### config.mk
export PLATFORM = sky130hd
export DESIGN_NAME = semaphore_wait_queue_manager
export DESIGN_NICKNAME = d
export VERILOG_FILES = /design/src/hdl/swqm_pkg.sv /design/src/hdl/semaphore_wait_queue_manager.sv /design/src/hdl/swqm_ram.sv /design/src/hdl/swqm_ctrl.sv /design/src/hdl/swqm_dpath.sv
export SDC_FILE = /design/constraint.sdc
export NUM_CORES = 1
export LEC_CHECK = 0
export BUFFER_PORTS_ARGS = -buffer_cell sky130_fd_sc_hd__buf_4
export CAP_MARGIN = 25
export CELL_PAD_IN_SITES_DETAIL_PLACEMENT = 1
export CELL_PAD_IN_SITES_GLOBAL_PLACEMENT = 1
export CORE_MARGIN = 2
export CORE_UTILIZATION = 45
export DETAILED_ROUTE_END_ITERATION = 6
export PLACE_DENSITY = 0.64
export SETUP_SLACK_MARGIN = 0.15
export SLEW_MARGIN = 20
export SYNTH_ARGS = -nofsm -noshare
export SYNTH_HDL_FRONTEND = slang
export SYNTH_SLANG_ARGS = --single-unit
export TNS_END_PERCENT = 100
### constraint.sdc
create_clock -name aclk -period 8.1 [get_ports aclk]
set_input_delay 1.62 -clock aclk [delete_from_list [all_inputs] [get_ports aclk]]
set_output_delay 1.62 -clock aclk [all_outputs]
set_load 0.005 [all_outputs]
### src/hdl/swqm_pkg.sv
// ----------------------------------------------------------------------------
// swqm_pkg
// Shared types and constants of the semaphore wait queue manager: request
// and status codes, field widths and the controller/datapath interface.
// ----------------------------------------------------------------------------
package swqm_pkg;

    localparam int SLOTS_DEF = 32;
    localparam int KEY_W     = 8;
    localparam int PROC_W    = 8;
    localparam int OP_W      = 2;
    localparam int STAT_W    = 2;

    typedef enum logic [OP_W-1:0] {
        OP_INSERT      = 2'd0,
        OP_REMOVE_HEAD = 2'd1,
        OP_REMOVE_PROC = 2'd2,
        OP_PEEK        = 2'd3
    } op_t;

    typedef enum logic [STAT_W-1:0] {
        ST_OK       = 2'd0,
        ST_INVALID  = 2'd1,
        ST_NOTFOUND = 2'd2,
        ST_BLOCKED  = 2'd3
    } status_t;

    // Commands from the controller to the datapath
    typedef struct packed {
        logic take;     // latch a new request
        logic check;    // latch the status of the request
        logic fetch1;   // capture first memory reads, retarget pointers
        logic fetch2;   // capture second memory reads
        logic commit;   // write the list updates
        logic deliver;  // load the output register
    } ctrl_cmd_t;

    // Status from the datapath to the controller
    typedef struct packed {
        op_t  op;
        logic err;
        logic out_free;
    } dp_stat_t;

endpackage

### src/hdl/semaphore_wait_queue_manager.sv
// ----------------------------------------------------------------------------
// semaphore_wait_queue_manager
// One FIFO wait queue of process numbers per semaphore key, kept as doubly
// linked lists; insert, remove head, remove given process and peek head.
//
//   channel  dir  tdata                        tuser
//   s_       in   [7:0] sem_key [15:8] proc_id [1:0] operation
//   m_       out  [7:0] result_proc            [1:0] status
//
// One request at a time through the sequencer. After the check, a rejected
// request goes to the result; the others fetch, and all but peek then
// commit; the link memories have one registered read port each, so a
// removal reads in two rounds. The result sits in an output register, so
// a new request is taken while it waits. Reset clears the non-empty and
// blocked bits; the pointer memories need no clearing.
// ----------------------------------------------------------------------------
module semaphore_wait_queue_manager #(
    parameter int SLOTS = swqm_pkg::SLOTS_DEF
) (
    input  logic                           aclk,
    input  logic                           aresetn,
    input  logic                           s_tvalid,
    output logic                           s_tready,
    input  logic [15:0]                    s_tdata,   // sem_key, proc_id
    input  logic [swqm_pkg::OP_W-1:0]      s_tuser,   // operation
    output logic                           m_tvalid,
    input  logic                           m_tready,
    output logic [7:0]                     m_tdata,   // result_proc
    output logic [swqm_pkg::STAT_W-1:0]    m_tuser    // status
);

    import swqm_pkg::*;

    ctrl_cmd_t cmd;
    dp_stat_t  stat;

    swqm_ctrl u_ctrl (
        .aclk     (aclk),
        .aresetn  (aresetn),
        .s_tvalid (s_tvalid),
        .s_tready (s_tready),
        .stat     (stat),
        .cmd      (cmd)
    );

    swqm_dpath #(.SLOTS(SLOTS)) u_dpath (
        .aclk       (aclk),
        .aresetn    (aresetn),
        .cmd        (cmd),
        .stat       (stat),
        .in_op      (s_tuser),
        .in_key     (s_tdata[KEY_W-1:0]),
        .in_proc    (s_tdata[KEY_W+PROC_W-1:KEY_W]),
        .out_valid  (m_tvalid),
        .out_ready  (m_tready),
        .out_status (m_tuser),
        .out_proc   (m_tdata)
    );

endmodule

### src/hdl/swqm_ram.sv
// ----------------------------------------------------------------------------
// swqm_ram
// Generic simple dual-port RAM: one write port, one read port with
// registered read data.
// ----------------------------------------------------------------------------
module swqm_ram #(
    parameter int WIDTH = 8,
    parameter int DEPTH = 32
) (
    input  logic                     aclk,
    input  logic                     we,
    input  logic [$clog2(DEPTH)-1:0] waddr,
    input  logic [WIDTH-1:0]         wdata,
    input  logic [$clog2(DEPTH)-1:0] raddr,
    output logic [WIDTH-1:0]         rdata
);

    logic [WIDTH-1:0] mem [DEPTH];
    logic [WIDTH-1:0] rdata_reg;

    always_ff @(posedge aclk) begin
        if (we) begin
            mem[waddr] <= wdata;
        end
        rdata_reg <= mem[raddr];
    end

    assign rdata = rdata_reg;

endmodule

### src/hdl/swqm_ctrl.sv
// ----------------------------------------------------------------------------
// swqm_ctrl
// Request sequencer: steps each request through check, memory fetches,
// list update and result hand-off.
// ----------------------------------------------------------------------------
module swqm_ctrl (
    input  logic                 aclk,
    input  logic                 aresetn,
    input  logic                 s_tvalid,
    output logic                 s_tready,
    input  swqm_pkg::dp_stat_t   stat,
    output swqm_pkg::ctrl_cmd_t  cmd
);

    import swqm_pkg::*;

    typedef enum logic [2:0] {
        S_IDLE,
        S_LOOK,
        S_FETCH1,
        S_LOOK2,
        S_FETCH2,
        S_COMMIT,
        S_DONE
    } state_t;

    state_t state_reg, state_next;

    always_comb begin
        state_next = state_reg;
        cmd        = '0;
        unique case (state_reg)
            S_IDLE: begin
                if (s_tvalid) begin
                    cmd.take   = 1'b1;
                    state_next = S_LOOK;
                end
            end
            S_LOOK: begin
                cmd.check = 1'b1;
                state_next = stat.err ? S_DONE : S_FETCH1;
            end
            S_FETCH1: begin
                cmd.fetch1 = 1'b1;
                unique case (stat.op)
                    OP_PEEK:   state_next = S_DONE;
                    OP_INSERT: state_next = S_COMMIT;
                    default:   state_next = S_LOOK2;
                endcase
            end
            S_LOOK2: begin
                state_next = S_FETCH2;
            end
            S_FETCH2: begin
                cmd.fetch2 = 1'b1;
                state_next = S_COMMIT;
            end
            S_COMMIT: begin
                cmd.commit = 1'b1;
                state_next = S_DONE;
            end
            S_DONE: begin
                if (stat.out_free) begin
                    cmd.deliver = 1'b1;
                    state_next  = S_IDLE;
                end
            end
            default: state_next = S_IDLE;
        endcase
    end

    always_ff @(posedge aclk) begin
        if (!aresetn) begin
            state_reg <= S_IDLE;
        end else begin
            state_reg <= state_next;
        end
    end

    assign s_tready = (state_reg == S_IDLE);

endmodule

### src/hdl/swqm_dpath.sv
// ----------------------------------------------------------------------------
// swqm_dpath
// Queue datapath: per-key head/tail memories, per-process link and wait-key
// memories, non-empty and blocked bits, and the output register.
// ----------------------------------------------------------------------------
module swqm_dpath #(
    parameter int SLOTS = swqm_pkg::SLOTS_DEF
) (
    input  logic                         aclk,
    input  logic                         aresetn,
    input  swqm_pkg::ctrl_cmd_t          cmd,
    output swqm_pkg::dp_stat_t           stat,
    input  logic [swqm_pkg::OP_W-1:0]    in_op,
    input  logic [swqm_pkg::KEY_W-1:0]   in_key,
    input  logic [swqm_pkg::PROC_W-1:0]  in_proc,
    output logic                         out_valid,
    input  logic                         out_ready,
    output logic [swqm_pkg::STAT_W-1:0]  out_status,
    output logic [swqm_pkg::PROC_W-1:0]  out_proc
);

    import swqm_pkg::*;

    localparam int IW = $clog2(SLOTS);
    localparam logic [KEY_W:0]  KEY_LIM  = (KEY_W+1)'(SLOTS);
    localparam logic [PROC_W:0] PROC_LIM = (PROC_W+1)'(SLOTS);

    op_t               op_reg;
    logic              key_ok_reg, proc_ok_reg;
    logic [IW-1:0]     cur_key_reg, cur_proc_reg;
    logic [IW-1:0]     h_reg, t_reg, nx_reg, pv_reg;
    status_t           status_reg, chk_status;
    logic [SLOTS-1:0]  nonempty_reg, blocked_reg;
    logic              out_valid_reg;
    status_t           out_status_reg;
    logic [PROC_W-1:0] out_proc_reg;

    logic [IW-1:0] head_rd, tail_rd, next_rd, prev_rd, wkey_rd;
    logic          head_we, tail_we, next_we, prev_we, wkey_we;
    logic [IW-1:0] head_wd, tail_wd, next_wa, next_wd, prev_wa, prev_wd;
    logic          is_ins, is_head, is_tail;

    // Request check against the range bits and the flag bits
    always_comb begin
        chk_status = ST_OK;
        unique case (op_reg)
            OP_INSERT: begin
                priority if (!(key_ok_reg && proc_ok_reg)) chk_status = ST_INVALID;
                else if (blocked_reg[cur_proc_reg])        chk_status = ST_BLOCKED;
                else                                       chk_status = ST_OK;
            end
            OP_REMOVE_PROC: begin
                priority if (!proc_ok_reg)               chk_status = ST_INVALID;
                else if (!blocked_reg[cur_proc_reg])     chk_status = ST_NOTFOUND;
                else                                     chk_status = ST_OK;
            end
            default: begin
                priority if (!key_ok_reg)                chk_status = ST_INVALID;
                else if (!nonempty_reg[cur_key_reg])     chk_status = ST_NOTFOUND;
                else                                     chk_status = ST_OK;
            end
        endcase
    end

    // List update: insert links at the tail, removal unlinks cur_proc
    assign is_ins  = (op_reg == OP_INSERT);
    assign is_head = (h_reg == cur_proc_reg);
    assign is_tail = (t_reg == cur_proc_reg);

    always_comb begin
        head_we = 1'b0;
        tail_we = 1'b0;
        next_we = 1'b0;
        prev_we = 1'b0;
        wkey_we = 1'b0;
        if (cmd.commit) begin
            if (is_ins) begin
                wkey_we = 1'b1;
                tail_we = 1'b1;
                if (nonempty_reg[cur_key_reg]) begin
                    next_we = 1'b1;
                    prev_we = 1'b1;
                end else begin
                    head_we = 1'b1;
                end
            end else begin
                head_we = is_head && !is_tail;
                tail_we = is_tail && !is_head;
                next_we = !is_head && !is_tail;
                prev_we = !is_head && !is_tail;
            end
        end
    end

    assign head_wd = is_ins ? cur_proc_reg : nx_reg;
    assign tail_wd = is_ins ? cur_proc_reg : pv_reg;
    assign next_wa = is_ins ? t_reg        : pv_reg;
    assign next_wd = is_ins ? cur_proc_reg : nx_reg;
    assign prev_wa = is_ins ? cur_proc_reg : nx_reg;
    assign prev_wd = is_ins ? t_reg        : pv_reg;

    swqm_ram #(.WIDTH(IW), .DEPTH(SLOTS)) u_head_ram (
        .aclk(aclk), .we(head_we), .waddr(cur_key_reg), .wdata(head_wd),
        .raddr(cur_key_reg), .rdata(head_rd)
    );

    swqm_ram #(.WIDTH(IW), .DEPTH(SLOTS)) u_tail_ram (
        .aclk(aclk), .we(tail_we), .waddr(cur_key_reg), .wdata(tail_wd),
        .raddr(cur_key_reg), .rdata(tail_rd)
    );

    swqm_ram #(.WIDTH(IW), .DEPTH(SLOTS)) u_next_ram (
        .aclk(aclk), .we(next_we), .waddr(next_wa), .wdata(next_wd),
        .raddr(cur_proc_reg), .rdata(next_rd)
    );

    swqm_ram #(.WIDTH(IW), .DEPTH(SLOTS)) u_prev_ram (
        .aclk(aclk), .we(prev_we), .waddr(prev_wa), .wdata(prev_wd),
        .raddr(cur_proc_reg), .rdata(prev_rd)
    );

    swqm_ram #(.WIDTH(IW), .DEPTH(SLOTS)) u_wkey_ram (
        .aclk(aclk), .we(wkey_we), .waddr(cur_proc_reg), .wdata(cur_key_reg),
        .raddr(cur_proc_reg), .rdata(wkey_rd)
    );

    // Payload registers
    always_ff @(posedge aclk) begin
        if (cmd.take) begin
            op_reg       <= op_t'(in_op);
            key_ok_reg   <= ({1'b0, in_key} < KEY_LIM);
            proc_ok_reg  <= ({1'b0, in_proc} < PROC_LIM);
            cur_key_reg  <= in_key[IW-1:0];
            cur_proc_reg <= in_proc[IW-1:0];
        end
        if (cmd.check) begin
            status_reg <= chk_status;
        end
        if (cmd.fetch1 || cmd.fetch2) begin
            h_reg  <= head_rd;
            t_reg  <= tail_rd;
            nx_reg <= next_rd;
            pv_reg <= prev_rd;
        end
        // Retarget: follow the wait key of the given process, or the head
        if (cmd.fetch1) begin
            if (op_reg == OP_REMOVE_PROC) begin
                cur_key_reg <= wkey_rd;
            end else if (op_reg != OP_INSERT) begin
                cur_proc_reg <= head_rd;
            end
        end
        if (cmd.deliver) begin
            out_status_reg <= status_reg;
            out_proc_reg   <= (status_reg == ST_OK && !is_ins) ?
                              PROC_W'(cur_proc_reg) : '0;
        end
    end

    // Flag bits and output valid
    always_ff @(posedge aclk) begin
        if (!aresetn) begin
            nonempty_reg  <= '0;
            blocked_reg   <= '0;
            out_valid_reg <= 1'b0;
        end else begin
            if (cmd.commit) begin
                if (is_ins) begin
                    nonempty_reg[cur_key_reg] <= 1'b1;
                    blocked_reg[cur_proc_reg] <= 1'b1;
                end else begin
                    if (is_head && is_tail) begin
                        nonempty_reg[cur_key_reg] <= 1'b0;
                    end
                    blocked_reg[cur_proc_reg] <= 1'b0;
                end
            end
            if (cmd.deliver) begin
                out_valid_reg <= 1'b1;
            end else if (out_ready) begin
                out_valid_reg <= 1'b0;
            end
        end
    end

    assign stat.op       = op_reg;
    assign stat.err      = (chk_status != ST_OK);
    assign stat.out_free = !out_valid_reg || out_ready;

    assign out_valid  = out_valid_reg;
    assign out_status = out_status_reg;
    assign out_proc   = out_proc_reg;

endmodule
==> impl_results.md <==
- Share of cells above drive strength 1: between 20 and 25%
- Vias/cell: ~5.9
- Simple-gate area share of the yosys netlist: 6.11%
- Skew final: 28.6 ps
- RR Startpoint: u_dpath.cur_key_reg[1]$_DFF_P_
- Worst Setup Path Type: flop to flop
- Syn avg cell area: 17.9 µm²
- Switch share: 31.2%
- Clk sink count: 936
- Final GP Congestion: 0.825
- Clock tree buffer depth: 3
- Worst Setup Start Kind: flop
- Core outline area: 81700 µm²
- Post-CTS setup buffer count: 0
- Max Cap Viol: 0
- Pins over their slew limit: 0
- GR Util All Layers: 22.7%
- Largest net degree at the start of global routing: 73
- HP Start: u_dpath.u_tail_ram.rdata[2]$_DFF_P_
- Gate power share: 25.0%
- Drt drc: 0
- Nets: 2134
- Synth Area in Compound Gates: 4.75%
- Clock Latency Late Sink: 660 ps
- Grt total ovfl: 0
- Root Buffer: clkbuf_16
- Clock Power Share: 31.1%
- # IOs: 34
- Peak supply drop: about 210 µV
- Power, Total: roughly 14 mW
- Post-synthesis register bit count: around 940
- Critical Path Source: u_dpath.cur_key_reg[1]$_DFF_P_
- Largest family of logic cells by synthesized area: multiplexers
- Slew headroom: between 30% and 40%
- Starting Density: a little under half
- Antenna cell count: 0
- Endpoints failing setup: 0
- Synth Flop Type: edfxtp_1
- Post-layout minimum cycle time: 4650 ps
- NetSw: approximately 4.4 mW
- Synthesized area: 37000 µm²
- CTS tree: yes
- Drt total wl: ~94 mm
- Worst setup EP type: flop
- Cell Pwr Density: 337 nW/µm²
- # placed instances: 3081
- 1st-pass router iterations: 5
- Status: complete, no violations
- Iter 0 DRT Violations: approximately 1500
- Synth Area in XOR/XNOR: 0.261%
- Syn. warnings: 0
- Cts bufs inserted: 96
- Internal power: 9.61 mW
- RSZ-0062 raised after global routing: no
- DIE HEIGHT: 291 µm
- WP data arrival: 4910 ps
- Final cell count without fillers: 3259
- Vias in the first global route: roughly 21000
- WL per Instance: 28.9 µm
- Worst slack, placed: approximately 3400 ps
- Area grow syn2layout: 12.1%
- Synth cell types: a little under 60
- Flop pwr share: 43.9%
- Final number of hold-violating endpoints: 0
- Asr flop ratio synth: 0%
- Post-route worst setup slack: 3450 ps
- First-pass GRT wire length: 142 mm
- WP data required: between 8000 and 9000 ps
- Number of core rows: 105
- Post-CTS sizing: 0
- Worst Path Max Fanout: 72
- Port Buffers: 30
- Sequential share of the synthesized area: between 70 and 80%
- Final setup TNS: 0 ps
- H-tree level count: 3
- Post-synth EDFFs: 833
- DRT antenna net count: 0
- Commonest non-fill, non-tap cell in the layout: edfxtp_1
- Clk slew on worst S/H paths: 70 ps
- Initial antenna violation count: 2
- Mux contribution to synthesized area: 13.8%
- Adder-cell share of the synthesized area: 0.102%
- Chip width: roughly 290 µm
- Die area: 84400 µm²
- Tcrit/Tclk final: 57.4%
- Worst slew pin tran: 1010 ps
- Worst Hold Class: flop to flop
- CTS Hold Bufs: 0
- Mapped Cells: 2066
- Max Clock Freq: 215 MHz
- Most frequent cells in the layout: edfxtp_1, mux4_2, nor2_1
- Detailed Place HPWL: 60.8 mm
- Vias: slightly below 20000
- P_leak: 12.9 nW
[cell usage after synthesis (all sizes together) (3+ instances only)]
master   instances  area share (%)
mux2            15            0.46
o21ai           58            0.79
nand3b           4           0.081
dfxtp          103             5.6
nor2           190             2.1
inv             12            0.12
or3             33            0.56
nor3            10            0.18
mux2i           30            0.81
o21a            11            0.22
a21oi           19            0.27
o22ai            3           0.051
mux4           205              12
nor3b            6            0.18
buf             71             1.0
xnor2            9            0.21
clkbuf          57            0.58
and2            12            0.20
nor4             9            0.15
ha               3            0.10
nand3           23            0.31
or2              3           0.051
nand2b           4           0.068
a21boi          57             1.2
and3             6            0.10
nor2b           15            0.25
a22oi           92             1.9
edfxtp         833              68
o2111ai          4           0.095
nand4           30            0.52
nand2          118             1.2
[layer usage]
layer	GRT usage, %	routed length (µm)
met5	0	13
met4	5.69	2140
met3	3.10	4310
met2	38.1	47500
met1	31.6	40300
[area by class of cell]
cell class | count | area (µm²)
fillers | 7519 | 40300
flip-flops and latches | 936 | 27100
multi-input cells | 990 | 9300
clock buffers | 131 | 2670
well taps | 1070 | 1340
repair buffers | 71 | 533
clock inverters | 47 | 442
inverters | 14 | 52.6
[final timing paths]
kind / to / slack (ps) / cells after the start
worst max-delay path: u_dpath.u_prev_ram.mem[29][2]$_DFFE_PP_ / 3450 / 8
worst min-delay path: u_dpath.t_reg[2]$_DFFE_PP_ / 390 / 0
worst max register to register: u_dpath.u_prev_ram.mem[29][2]$_DFFE_PP_ / 3450 / 8
worst min register to register: u_dpath.t_reg[2]$_DFFE_PP_ / 390 / 0
[cells by family (layout without fill, tap and decap cells)]
logic type | after synthesis | count (layout)
AND/OR/NAND/NOR | 468 | 468
multiplexers | 250 | 250
AO/OA/AOI/OAI | 255 | 255
buffers and inverters | 142 | 263
adder cells (fa/ha/maj) | 3 | 3
other | 1 | 3
flip-flops | 936 | 936
XOR/XNOR | 11 | 11
[power groups by stage]
| stage | Clock, mW | Sequential, mW | Combinational (mW) |
|---|---|---|---|
| after floorplan | 0 | 6.02 | 2.34 |
| after global routing | 4.60 | 6.17 | 3.71 |
| after CTS | 4.43 | 6.14 | 3.53 |
| after detailed placement | 0 | 6.24 | 3.52 |
| final | 4.35 | 6.13 | 3.49 |
| after global placement | 0 | 6.23 | 3.48 |
[metrics by stage]
stage	cell area [µm²]	hold slack (ps)	util (%)
finish	41400	392	50.7
detailed placement	38300	390	46.9
floorplan	37000	386	-
global placement	38300	393	46.8
global route	41400	409	50.7
CTS	41400	405	50.7
[critical path: stages, from the launching register on]
cell and delay, ps:
dfxtp_4 900, buf_4 870, mux2_2 300, a22oi_1 120, nand4_1 150, mux2_2 260
a21bo_2 360, nand4_2 320, nor4_1 880
(Power assumes the default switching activity.)
